File: config.mk
export PLATFORM = sky130hd
export DESIGN_NAME = running_latency_statistics_unit
export DESIGN_NICKNAME = d
export VERILOG_FILES = /design/src/design/rls_pkg.sv /design/src/design/rls_front.sv /design/src/design/rls_queue.sv /design/src/design/rls_back.sv /design/src/design/running_latency_statistics_unit.sv
export VERILOG_INCLUDE_DIRS = /design/src /design/src/design
export SDC_FILE = /design/constraint.sdc
export NUM_CORES = 2
export LEC_CHECK = 0
export ABC_AREA = 1
export BUFFER_PORTS_ARGS = -buffer_cell sky130_fd_sc_hd__buf_2
export CAP_MARGIN = 15
export CORE_AREA = 2 2 441 443
export CTS_BUF_LIST = sky130_fd_sc_hd__clkbuf_2
export CTS_CLUSTER_DIAMETER = 40
export DETAILED_ROUTE_END_ITERATION = 16
export DIE_AREA = 0 0 443 445
export GPL_TIMING_DRIVEN = 0
export HOLD_SLACK_MARGIN = 0.02
export PLACE_DENSITY = 0.68
export SYNTH_ARGS = -nofsm -noshare
export SYNTH_HDL_FRONTEND = slang
export SYNTH_SLANG_ARGS = --single-unit
export TNS_END_PERCENT = 50
File: constraint.sdc
create_clock -name i_clk -period 16.4 [get_ports i_clk]
set_input_delay 3.28 -clock i_clk [delete_from_list [all_inputs] [get_ports i_clk]]
set_output_delay 3.28 -clock i_clk [all_outputs]
set_load 0.01 [all_outputs]
File: src/design/running_latency_statistics_unit_macros.svh
// assertion macros shared by the statistics unit modules
`ifndef RUNNING_LATENCY_STATISTICS_UNIT_MACROS_SVH
`define RUNNING_LATENCY_STATISTICS_UNIT_MACROS_SVH

`ifndef NO_ASSERTIONS

// same-cycle implication, disabled during reset
`define RLS_ASSERT_IMPL(lbl, ante, cons) \
    lbl: assert property (@(posedge i_clk) disable iff (!i_rst_n) (ante) |-> (cons)) \
        else $error("rls assertion failed");

// next-cycle implication, disabled during reset
`define RLS_ASSERT_NEXT(lbl, ante, cons) \
    lbl: assert property (@(posedge i_clk) disable iff (!i_rst_n) (ante) |=> (cons)) \
        else $error("rls assertion failed");

`else

`define RLS_ASSERT_IMPL(lbl, ante, cons)
`define RLS_ASSERT_NEXT(lbl, ante, cons)

`endif

`endif

File: src/design/rls_pkg.sv
package rls_pkg;

    localparam int DUR_W     = 32;
    localparam int CNT_OUT_W = 32;
    localparam int MEAN_OUT_W = 48;
    localparam int SQ_W      = 64;
    localparam int OUT_W     = 3 * CNT_OUT_W + MEAN_OUT_W + SQ_W;

    // command codes as carried in the low tuser bit
    localparam logic CMD_RECORD = 1'b0;
    localparam logic CMD_READ   = 1'b1;

    // decoupling queue between front and back
    localparam int QDEPTH = 2;
    localparam int QPTR_W = 1;
    localparam int QCNT_W = 2;

    // index of the step that adds the last partial product of the 64 x 64 multiply
    localparam logic [2:0] MUL_LAST = 3'd4;

    typedef enum logic {
        K_RECORD,
        K_READ
    } t_kind;

    typedef struct packed {
        t_kind              kind;
        logic               clear;
        logic [DUR_W-1:0]   dur;
    } t_op;

    typedef struct packed {
        logic valid;
        t_op  op;
    } t_stream;

    typedef enum logic [2:0] {
        S_IDLE,
        S_DIV,
        S_UPD,
        S_MUL,
        S_SQ
    } t_state;

endpackage

File: src/design/rls_front.sv
module rls_front (
    input  logic                       i_clk,
    input  logic                       i_rst_n,
    input  logic                       i_s_tvalid,
    output logic                       o_s_tready,
    input  logic [rls_pkg::DUR_W-1:0]  i_s_tdata,
    input  logic [1:0]                 i_s_tuser,
    output rls_pkg::t_stream           o_push,
    input  logic                       i_push_ready
);
    import rls_pkg::*;

    logic r_valid;
    t_op  r_op;
    t_op  dec_op;

    // decode the beat: clear only matters on a read
    always_comb begin
        dec_op.kind  = (i_s_tuser[0] == CMD_READ) ? K_READ : K_RECORD;
        dec_op.clear = (i_s_tuser[0] == CMD_READ) & i_s_tuser[1];
        dec_op.dur   = i_s_tdata;
    end

    assign o_s_tready = !r_valid || i_push_ready;

    always_ff @(posedge i_clk) begin
        if (!i_rst_n) begin
            r_valid <= 1'b0;
        end else if (i_s_tvalid && o_s_tready) begin
            r_valid <= 1'b1;
        end else if (i_push_ready) begin
            r_valid <= 1'b0;
        end
    end

    always_ff @(posedge i_clk) begin
        if (i_s_tvalid && o_s_tready) begin
            r_op <= dec_op;
        end
    end

    assign o_push.valid = r_valid;
    assign o_push.op    = r_op;

endmodule

File: src/design/rls_queue.sv
`include "running_latency_statistics_unit_macros.svh"

module rls_queue (
    input  logic             i_clk,
    input  logic             i_rst_n,
    input  rls_pkg::t_stream i_push,
    output logic             o_push_ready,
    output rls_pkg::t_stream o_head,
    input  logic             i_pop
);
    import rls_pkg::*;

    t_op               r_mem [QDEPTH];
    logic [QPTR_W-1:0] r_wr;
    logic [QPTR_W-1:0] r_rd;
    logic [QCNT_W-1:0] r_fill;
    logic              push;
    logic              pop;

    assign o_push_ready = (r_fill != QCNT_W'(QDEPTH));
    assign push         = i_push.valid && o_push_ready;
    assign pop          = i_pop && (r_fill != '0);

    always_ff @(posedge i_clk) begin
        if (!i_rst_n) begin
            r_wr   <= '0;
            r_rd   <= '0;
            r_fill <= '0;
        end else begin
            if (push) begin
                r_wr <= r_wr + 1'b1;
            end
            if (pop) begin
                r_rd <= r_rd + 1'b1;
            end
            if (push && !pop) begin
                r_fill <= r_fill + 1'b1;
            end else if (pop && !push) begin
                r_fill <= r_fill - 1'b1;
            end
        end
    end

    always_ff @(posedge i_clk) begin
        if (push) begin
            r_mem[r_wr] <= i_push.op;
        end
    end

    assign o_head.valid = (r_fill != '0);
    assign o_head.op    = r_mem[r_rd];

    `RLS_ASSERT_IMPL(a_fill_bound, 1'b1, r_fill <= QCNT_W'(QDEPTH))
    `RLS_ASSERT_NEXT(a_fill_up, push && !pop, r_fill == $past(r_fill) + 1'b1)
    `RLS_ASSERT_NEXT(a_fill_down, pop && !push, r_fill == $past(r_fill) - 1'b1)

endmodule

File: src/design/rls_back.sv
`include "running_latency_statistics_unit_macros.svh"

module rls_back #(
    parameter int FRAC_BITS  = 16,
    parameter int COUNT_BITS = 32
) (
    input  logic                       i_clk,
    input  logic                       i_rst_n,
    input  rls_pkg::t_stream           i_head,
    output logic                       o_pop,
    output logic                       o_m_tvalid,
    input  logic                       i_m_tready,
    output logic [rls_pkg::OUT_W-1:0]  o_m_tdata
);
    import rls_pkg::*;

    localparam int MW  = 32 + FRAC_BITS;
    localparam int PW  = 2 * MW;
    localparam int DCW = $clog2(MW);

    t_state                r_state;
    t_state                n_state;

    logic [COUNT_BITS-1:0] r_count;
    logic [DUR_W-1:0]      r_min;
    logic [DUR_W-1:0]      r_max;
    logic [MW-1:0]         r_mean;
    logic [SQ_W-1:0]       r_sq;

    logic [MW-1:0]         r_x;
    logic                  r_neg;
    logic [MW-1:0]         r_mag;
    logic [MW-1:0]         r_dq;
    logic [COUNT_BITS-1:0] r_rem;
    logic [DCW-1:0]        r_dcnt;
    logic [MW-1:0]         r_d2;
    logic [2:0]            r_mk;
    logic [63:0]           r_pp;
    logic [1:0]            r_pp_sh;
    logic [PW-1:0]         r_acc;

    logic                  r_out_valid;
    logic [OUT_W-1:0]      r_out_data;

    logic                  out_free;
    logic                  start_rec;
    logic                  load_out;
    logic [COUNT_BITS-1:0] cnt_new;
    logic [MW-1:0]         x_new;
    logic                  x_lt;
    logic [MW-1:0]         mag_new;
    logic [COUNT_BITS:0]   rem_sh;
    logic                  q_bit;
    logic [COUNT_BITS:0]   rem_next;
    logic [MW-1:0]         mean_new;
    logic [63:0]           op_a;
    logic [63:0]           op_b;
    logic [31:0]           chunk_a;
    logic [31:0]           chunk_b;
    logic [63:0]           pp_c;
    logic [127:0]          pp_wide;
    logic [127:0]          acc_wide;
    logic [127:0]          term_wide;
    logic [SQ_W:0]         sq_sum;

    // next state
    always_comb begin
        n_state = r_state;
        unique case (r_state)
            S_IDLE: if (start_rec) n_state = S_DIV;
            S_DIV:  if (r_dcnt == '0) n_state = S_UPD;
            S_UPD:  n_state = S_MUL;
            S_MUL:  if (r_mk == MUL_LAST) n_state = S_SQ;
            S_SQ:   n_state = S_IDLE;
            default: n_state = S_IDLE;
        endcase
    end

    // control outputs
    always_comb begin
        out_free  = !r_out_valid || i_m_tready;
        o_pop     = 1'b0;
        start_rec = 1'b0;
        load_out  = 1'b0;
        if (r_state == S_IDLE && i_head.valid) begin
            if (i_head.op.kind == K_RECORD) begin
                o_pop     = 1'b1;
                start_rec = 1'b1;
            end else if (out_free) begin
                o_pop    = 1'b1;
                load_out = 1'b1;
            end
        end
    end

    // sample setup, divider step, mean update, multiply and sum datapath
    always_comb begin
        cnt_new  = (r_count == {COUNT_BITS{1'b1}}) ? r_count : r_count + 1'b1;
        x_new    = MW'(i_head.op.dur) << FRAC_BITS;
        x_lt     = x_new < r_mean;
        mag_new  = x_lt ? (r_mean - x_new) : (x_new - r_mean);

        rem_sh   = {r_rem, r_dq[MW-1]};
        q_bit    = rem_sh >= {1'b0, r_count};
        rem_next = q_bit ? (rem_sh - {1'b0, r_count}) : rem_sh;

        mean_new = r_neg ? (r_mean - r_dq) : (r_mean + r_dq);

        op_a     = 64'(r_mag);
        op_b     = 64'(r_d2);
        chunk_a  = r_mk[1] ? op_a[63:32] : op_a[31:0];
        chunk_b  = r_mk[0] ? op_b[63:32] : op_b[31:0];
        pp_c     = chunk_a * chunk_b;
        pp_wide  = {64'b0, r_pp} << {r_pp_sh, 5'b0};

        acc_wide  = 128'(r_acc);
        term_wide = acc_wide >> FRAC_BITS;
        sq_sum    = {1'b0, r_sq} + {1'b0, term_wide[SQ_W-1:0]};
    end

    always_ff @(posedge i_clk) begin
        if (!i_rst_n) begin
            r_state     <= S_IDLE;
            r_out_valid <= 1'b0;
            r_count     <= '0;
            r_min       <= '1;
            r_max       <= '0;
            r_mean      <= '0;
            r_sq        <= '0;
        end else begin
            r_state <= n_state;
            if (load_out) begin
                r_out_valid <= 1'b1;
            end else if (i_m_tready) begin
                r_out_valid <= 1'b0;
            end

            if (load_out && i_head.op.clear) begin
                r_count <= '0;
                r_min   <= '1;
                r_max   <= '0;
                r_mean  <= '0;
                r_sq    <= '0;
            end

            if (start_rec) begin
                r_count <= cnt_new;
                if (i_head.op.dur < r_min) r_min <= i_head.op.dur;
                if (i_head.op.dur > r_max) r_max <= i_head.op.dur;
            end

            if (r_state == S_UPD) begin
                r_mean <= mean_new;
            end

            if (r_state == S_SQ) begin
                if ((|term_wide[127:SQ_W]) || sq_sum[SQ_W]) begin
                    r_sq <= '1;
                end else begin
                    r_sq <= sq_sum[SQ_W-1:0];
                end
            end
        end
    end

    always_ff @(posedge i_clk) begin
        if (load_out) begin
            r_out_data <= {r_sq, MEAN_OUT_W'(r_mean), r_max, r_min, CNT_OUT_W'(r_count)};
        end

        if (start_rec) begin
            r_x    <= x_new;
            r_neg  <= x_lt;
            r_mag  <= mag_new;
            r_dq   <= mag_new;
            r_rem  <= '0;
            r_dcnt <= DCW'(MW - 1);
        end

        // restoring division, one quotient bit a cycle
        if (r_state == S_DIV) begin
            r_rem  <= rem_next[COUNT_BITS-1:0];
            r_dq   <= {r_dq[MW-2:0], q_bit};
            r_dcnt <= r_dcnt - 1'b1;
        end

        if (r_state == S_UPD) begin
            r_d2  <= r_neg ? (mean_new - r_x) : (r_x - mean_new);
            r_acc <= '0;
            r_mk  <= '0;
        end

        // four 32 x 32 partial products, each registered and added in the next cycle
        if (r_state == S_MUL) begin
            r_mk    <= r_mk + 1'b1;
            r_pp    <= pp_c;
            r_pp_sh <= 2'(r_mk[1]) + 2'(r_mk[0]);
            if (r_mk != '0) begin
                r_acc <= r_acc + pp_wide[PW-1:0];
            end
        end
    end

    assign o_m_tvalid = r_out_valid;
    assign o_m_tdata  = r_out_data;

    `RLS_ASSERT_IMPL(a_div_count_nonzero, r_state == S_DIV, r_count != '0)
    `RLS_ASSERT_IMPL(a_min_le_max, r_count != '0 && r_state == S_IDLE, r_min <= r_max)
    `RLS_ASSERT_IMPL(a_step_le_mag, r_state == S_UPD, r_dq <= r_mag)
    `RLS_ASSERT_NEXT(a_read_loads_out, load_out, r_out_valid)

endmodule

File: src/design/running_latency_statistics_unit.sv
// Running latency statistics: every input beat is either a record (low tuser bit 0), which
// adds the duration in tdata to the count, minimum, maximum, running mean and running sum of
// squared deviations (Welford update, mean in Q32.FRAC_BITS, deviation sum in
// Q(64-FRAC_BITS).FRAC_BITS saturating at all ones, count saturating at its top), or a read
// (low tuser bit 1), which returns one output beat with all five statistics and, with tuser
// bit 1 set, clears them afterwards. Records give no output beat. A record occupies the back
// end through the bit-serial divider that produces one quotient bit of the mean step a
// cycle, followed by four 32 x 32 partial products for the squared term; a read is taken
// by the back end once the output register is free. Input beats are taken into a front
// register and a two-entry queue while the back end is busy, so the input side stalls only
// when both are full.

module running_latency_statistics_unit #(
    parameter int FRAC_BITS  = 16,
    parameter int COUNT_BITS = 32
) (
    input  logic                       i_clk,
    input  logic                       i_rst_n,
    input  logic                       i_s_tvalid,
    output logic                       o_s_tready,
    input  logic [rls_pkg::DUR_W-1:0]  i_s_tdata,   // duration_us
    input  logic [1:0]                 i_s_tuser,   // command, clear_after
    output logic                       o_m_tvalid,
    input  logic                       i_m_tready,
    output logic [rls_pkg::OUT_W-1:0]  o_m_tdata    // sample_count, min_us, max_us,
                                                    // mean_q16, sq_dev_sum_q16
);
    import rls_pkg::*;

    t_stream front_push;
    logic    push_ready;
    t_stream queue_head;
    logic    back_pop;

    // front: registers the beat and decodes record or read
    rls_front u_front (
        .i_clk        (i_clk),
        .i_rst_n      (i_rst_n),
        .i_s_tvalid   (i_s_tvalid),
        .o_s_tready   (o_s_tready),
        .i_s_tdata    (i_s_tdata),
        .i_s_tuser    (i_s_tuser),
        .o_push       (front_push),
        .i_push_ready (push_ready)
    );

    // short queue so the front keeps taking beats during a long record
    rls_queue u_queue (
        .i_clk        (i_clk),
        .i_rst_n      (i_rst_n),
        .i_push       (front_push),
        .o_push_ready (push_ready),
        .o_head       (queue_head),
        .i_pop        (back_pop)
    );

    // back: statistics registers, divider, multiplier and output register
    rls_back #(
        .FRAC_BITS  (FRAC_BITS),
        .COUNT_BITS (COUNT_BITS)
    ) u_back (
        .i_clk      (i_clk),
        .i_rst_n    (i_rst_n),
        .i_head     (queue_head),
        .o_pop      (back_pop),
        .o_m_tvalid (o_m_tvalid),
        .i_m_tready (i_m_tready),
        .o_m_tdata  (o_m_tdata)
    );

endmodule

Word-level counts from Yosys, hierarchy flattened
Memory sizes are Yosys's and may differ from the RTL's. A register that Yosys moved wholly into a read port is not among the register bits.
Cells that the tools add are included.
{"block": "totals", "reg_bits": 839, "mem_bits_rw": 68, "input_bits": 38, "memories": 1}
{"name": "u_queue.r_mem", "depth": 2, "word_bits": 34, "read_ports": 1, "rd_clocked_by_memory_dff": 1, "write_ports": 1, "line": "rls_queue.sv:13", "text": "t_op r_mem [QDEPTH];"}
{"block": "classes", "add_sub_neg": 17, "mul": 1, "order_cmp": 4, "eq_ne": 11, "shift": 1, "n_mux": 53, "bitwise_logic": 1, "n_reduce_logical": 29}
{"cell": "$mux W32", "count": 14}
{"cell": "$mux W48", "count": 7}
{"cell": "$mux W96", "count": 3}
{"cell": "$sub A48 B48 Y48", "count": 5}
{"cell": "$mux W64", "count": 3}
{"cell": "$add A96 B96 Y96", "count": 1}
{"cell": "$shl A64 B7 Y96", "count": 1}
{"cell": "$add A64 B64 Y65", "count": 1}
{"cell": "$mul A32 B32 Y64", "count": 1}
{"cell": "$add A48 B48 Y48", "count": 1}
{"cell": "$lt A48 B48 Y1", "count": 1}
{"cell": "$ge A33 B32 Y1", "count": 1}
{"cell": "$add A32 B1 Y32 const B", "count": 1}
{"cell": "$eq A32 B32 Y1 const B", "count": 1}
{"cell": "$gt A32 B32 Y1", "count": 1}
{"cell": "$lt A32 B32 Y1", "count": 1}
{"cell": "$sub A32 B32 Y32", "count": 1}
{"cell": "$reduce_bool A2 Y1", "count": 9}
{"cell": "$mux W1", "count": 16}
{"cell": "$reduce_or A16 Y1", "count": 1}
{"cell": "$mux W3", "count": 5}
{"cell": "$mux W6", "count": 2}
{"cell": "$pmux W3 S4", "count": 1}
{"cell": "$logic_and A1 B1 Y1", "count": 7}
{"cell": "20 further kinds", "count": 32}

Longest topological paths before layout
{"block": "logic_depth", "depth_word": 9, "ltp_mapped": 40, "mapped_depth_nobuf": 39}

By module
A second synthesis with hierarchy kept.
{"block": "hier_totals", "cells_unflattened": 12581, "area_unflattened_um2": 95663.0}
{"module": "rls_back", "n_inst": 1, "cells_each": 12394, "area_per_inst_um2": 91726.7, "seq_area_each_um2": 20940.1}
{"module": "rls_queue", "n_inst": 1, "cells_each": 143, "area_per_inst_um2": 2849.0, "seq_area_each_um2": 2142.1}
{"module": "rls_front", "n_inst": 1, "cells_each": 44, "area_per_inst_um2": 1087.3, "seq_area_each_um2": 1041.0}

Worst setup path before layout
No wires, ideal clock.
{"block": "synth_timing", "path_type": "input to register", "start": "input i_m_tready", "end": "register u_back.r_count[16]", "setup_time_ps": 58, "arrival_time_ps": 13448, "required_ps": 16342, "path_slack_ps": 2894, "cell_stages": 10, "path_cell_list": "nor2_1 nor3_2 nand2_1 nand2_1 buf_4 nand3_1 nor2_2 nand3_1 a21oi_1 o21a_1"}
{"block": "synth_via", "elab_chain_cells": 7}
{"item": "start: declaration", "line": "running_latency_statistics_unit.sv:24", "text": "input logic i_m_tready,"}
{"item": "$logic_or A1 B1 Y1", "line": "rls_back.sv:81", "text": "out_free = !r_out_valid || i_m_tready;"}
{"item": "$mux W1", "line": "rls_back.sv:89", "text": "end else if (out_free) begin"}
{"item": "$mux W1", "line": "rls_back.sv:86", "text": "if (i_head.op.kind == K_RECORD) begin"}
{"item": "$mux W1", "line": "rls_back.sv:85", "text": "if (r_state == S_IDLE && i_head.valid) begin"}
{"item": "named net u_back.load_out", "line": "rls_back.sv:47", "text": "logic load_out;"}
{"item": "$logic_and A1 B1 Y1", "line": "rls_back.sv:138", "text": "if (load_out && i_head.op.clear) begin"}
{"item": "$reduce_bool A2 Y1 (no line)"}
{"item": "$reduce_and A2 Y1 (no line)"}
{"item": "end signal: assignment", "line": "rls_back.sv:147", "text": "r_count <= cnt_new;"}
{"item": "end: declaration", "line": "rls_back.sv:24", "text": "logic [COUNT_BITS-1:0] r_count;"}
The timed path passes the listed nets, and every way through them passes these cells.
A chain may end at the register's enable or synchronous reset.

Worst setup path in the final report
{"block": "layout_timing", "start": "register u_back.r_mk[0]", "end": "register u_back.r_pp[57] (data pin)"}
{"block": "layout_via", "elab_chain_cells": 2}
{"item": "start: declaration", "line": "rls_back.sv:37", "text": "logic [2:0] r_mk;"}
{"item": "start signal: assignment", "line": "rls_back.sv:195", "text": "r_mk <= r_mk + 1'b1;"}
{"item": "$mux W32", "line": "rls_back.sv:112", "text": "chunk_b = r_mk[0] ? op_b[63:32] : op_b[31:0];"}
{"item": "$mul A32 B32 Y64", "line": "rls_back.sv:113", "text": "pp_c = chunk_a * chunk_b;"}
{"item": "named net u_back.pp_c[57]", "line": "rls_back.sv:60", "text": "logic [63:0] pp_c;"}
{"item": "end signal: assignment", "line": "rls_back.sv:196", "text": "r_pp <= pp_c;"}
{"item": "end: declaration", "line": "rls_back.sv:38", "text": "logic [63:0] r_pp;"}
The timed path passes the listed nets, and every way through them passes these cells.

==> impl_metrics.tcl <==
set metrics [dict create \
    maxCapViolCount 0 \
    multi_input_area_mm2 0.0618 \
    min_path_type "register to register" \
    cp_data_arrival_time_ns 12.68 \
    routedWlPerCell_um 26.2 \
    hpwl_mm 354 \
    final_hold_viol_count 0 \
    synth_cells 12700 \
    synth_xor_area_frac 0.0289 \
    cp_slowest_cell "buf_1" \
    dr.pass1.iters 7 \
    ios 248 \
    synth.distinct_cells 69 \
    cts_buffer_depth 3 \
    synth-edff-count 594 \
    synth.largest_area_cell "fa_1" \
    min_period_ns 10.97 \
    cts_max_level 4 \
    synth_compound_area_frac 0.114 \
    antenna_found_initial 28 \
    fmax_mhz 91.1 \
    grt_pass1_wl_mm 597 \
    critPathCaptureType "register" \
    drc 0 \
    status "finished, final reports clean" \
    start_kind "register" \
    die_h_um 445 \
    syn_area_mm2 0.0959 \
    die_x_um 443 \
    drive_gt1_frac 0.0688 \
    first_iter_violations 11200 \
    cts_tree "done" \
    period_share 0.669 \
    synth_fa_ha_area_frac 0.279 \
    setup_viol 0 \
    gp_congestion 1.12 \
    clockRootBuffer "clkbuf_2" \
    final_design_area_no_fill_mm2 0.104 \
    hold_buffers 0 \
    grt_pass1_vias 90100 \
    dpl-instance-area_mm2 0.101 \
    synth.area.top_cells "fa_1 (19%), edfxtp_1 (19%), nand2_1 (11%)" \
    ys_warn_count 0 \
    finClkSkew_ns 0.219 \
    ctsResizeCount 0 \
    rows 161 \
    regArea_mm2 0.0241 \
    postCtsSetupBuffers 0 \
    syn_avg_cell_area_um2 7.56 \
    grt_max_degree 63 \
    synth_nets 14300 \
    fillerInstances 18700 \
    via_per_inst 5.83 \
    path_clk_slew_ns 0.11 \
    start_util 0.499 \
    synth_top_area_frac 0.188 \
    slew_violations 0 \
    ys_seq_elements 908 \
    clock-sinks 908 \
    ant_nets 0 \
    synthMuxAreaShare 0.000209 \
    synth_ff_type "edfxtp_1" \
    overflow 0 \
    worst_slew_pin_slew_ns 1.38 \
    critPathMaxStageDelay_ns 0.98 \
    portBuffers 246 \
    synth-simple-area-share 0.222 \
    clock_latency_ns 2.03 \
    synth-async-reset-ratio 0 \
    synth_top_family_by_area "adder cells" \
    critPathMaxFanout 10 \
    final_nets 14900 \
    coreArea_mm2 0.192 \
    dieArea_mm2 0.197 \
    required_ns 18.10 \
    area_delta_synth_final_pct 8.28 \
    grt_usage 0.417 \
    ys_seq_area_frac 0.252 \
    cts-buffers-inserted 239 \
    finalWirelength_mm 419 \
    vias 93200 \
    path_class "register to register" \
    relSlewSlack 0.0816 \
    rsz0062_at_grt "false" \
]
-- logic make-up after synthesis --
group,after synthesis
mux,2
flops,908
simple gates,5220
xor+xnor,315
buf+inv,2649
fa+ha+maj,1598
compound gates,1991
-- worst max-delay path: cells and delay by family, from the launching register on --
family	cells	cell delay, ns
DFF	1	0.47
and+or+nand+nor	11	1.90
adders and majority gates	9	4.73
buffers and inverters	10	3.23
AOI/OAI and AO/OA	1	0.45
-- synthesized netlist by cell type, types with 60 or more instances --
| cell type | n |
|---|---|
| xor2_1 | 236 |
| nor3_1 | 106 |
| a21boi_0 | 61 |
| ha_1 | 696 |
| nand2_1 | 2692 |
| a31oi_1 | 60 |
| o21ai_0 | 715 |
| nor2_1 | 1619 |
| nand3_1 | 500 |
| fa_1 | 902 |
| inv_1 | 2239 |
| nand4_1 | 93 |
| a21oi_1 | 839 |
| edfxtp_1 | 594 |
| clkbuf_1 | 309 |
| xnor2_1 | 77 |
| or2_2 | 74 |
| dfxtp_1 | 314 |
| o21bai_1 | 72 |
-- metal layers --
metal,global-route usage,part of all wire
met1,0.537,0.39
met4,0.278,0.079
met5,0.00293,0.00025
met3,0.119,0.12
met2,0.610,0.41
-- per-stage QoR --
| stage | utilization | instances | hold WS [ns] | TNS, ns | setup slack (ns) |
|---|---|---|---|---|---|
| floorplan | - | 12700 | 0.408 | 0 | 2.89 |
| global placement | 0.522 | 15500 | 0.414 | -681.19 | -4.15 |
| detailed placement | 0.526 | 15500 | 0.414 | 0 | 5.78 |
| CTS | 0.540 | 16000 | 0.360 | 0 | 5.83 |
| global route | 0.541 | 16000 | 0.400 | 0 | 5.24 |
| finish | 0.541 | 16000 | 0.350 | 0 | 5.43 |
-- state kept, by name, indices dropped and copies added (netlist names), 2 cells and up, named ones only --
signal	cells
u_back.r_pp	64
u_back.r_mag	48
u_queue.r_fill	2
u_back.o_m_tdata	208
u_back.r_mean	48
u_back.r_pp_sh	2
u_back.r_min	32
u_queue.r_mem	68
u_back.r_x	32
u_back.r_d2	48
u_back.r_state	3
u_back.r_sq	64
u_back.r_dq	48
u_back.r_rem	32
u_front.o_push	34
u_back.r_acc	96
u_back.r_mk	3
u_back.r_count	32
u_back.r_dcnt	6
u_back.r_max	32
-- cells in the final DEF (no fill, tap or decap), types with 28 or more instances in the layout --
cell      Yosys  routed
nand2_1    2692    2691
inv_1      2239    2239
nor2_1     1619    1617
fa_1        902     902
a21oi_1     839     839
o21ai_0     715     712
ha_1        696     696
edfxtp_1    594     594
nand3_1     500     500
clkbuf_2      1     335
dfxtp_1     314     314
clkbuf_1    309     306
buf_2        26     273
xor2_1      236     236
nor3_1      106     105
nand4_1      93      93
xnor2_1      77      77
or2_2        74      74
clkinv_1     19      73
o21bai_1     72      72
a21boi_0     61      61
a31oi_1      60      60
a21o_1       52      52
o21a_1       51      51
o21ai_1      54      43
clkinv_2      0      39
nor4_1       34      34
nand2_2      28      28
-- cell type report --
class,count,area share
antenna,22,0.000530
multi-input combinational,9126,0.595
timing repair buffer,297,0.0194
clock buffer,332,0.0160
clock inverter,119,0.00916
inverter,2280,0.0825
buffer,369,0.0141
tap,2526,0.0304
sequential,908,0.232
-- path summary, 6_finish.rpt --
kind                                    end  slack [ns]                         start  cells past startpoint
max               u_back.r_pp[57]$_DFFE_PN_        5.43  u_back.r_mk[0]$_SDFFCE_PP0N_                     31
min          u_queue.r_mem[1][11]$_DFFE_PP_        0.35  u_front.o_push[11]$_DFFE_PP_                      0
max reg2reg       u_back.r_pp[57]$_DFFE_PN_        5.43  u_back.r_mk[0]$_SDFFCE_PP0N_                     31
min reg2reg  u_queue.r_mem[1][11]$_DFFE_PP_        0.35  u_front.o_push[11]$_DFFE_PP_                      0
Power is left out: the tool's default activity adds up to more than one toggle a clock period on the data nets, which glitch-free logic cannot reach.
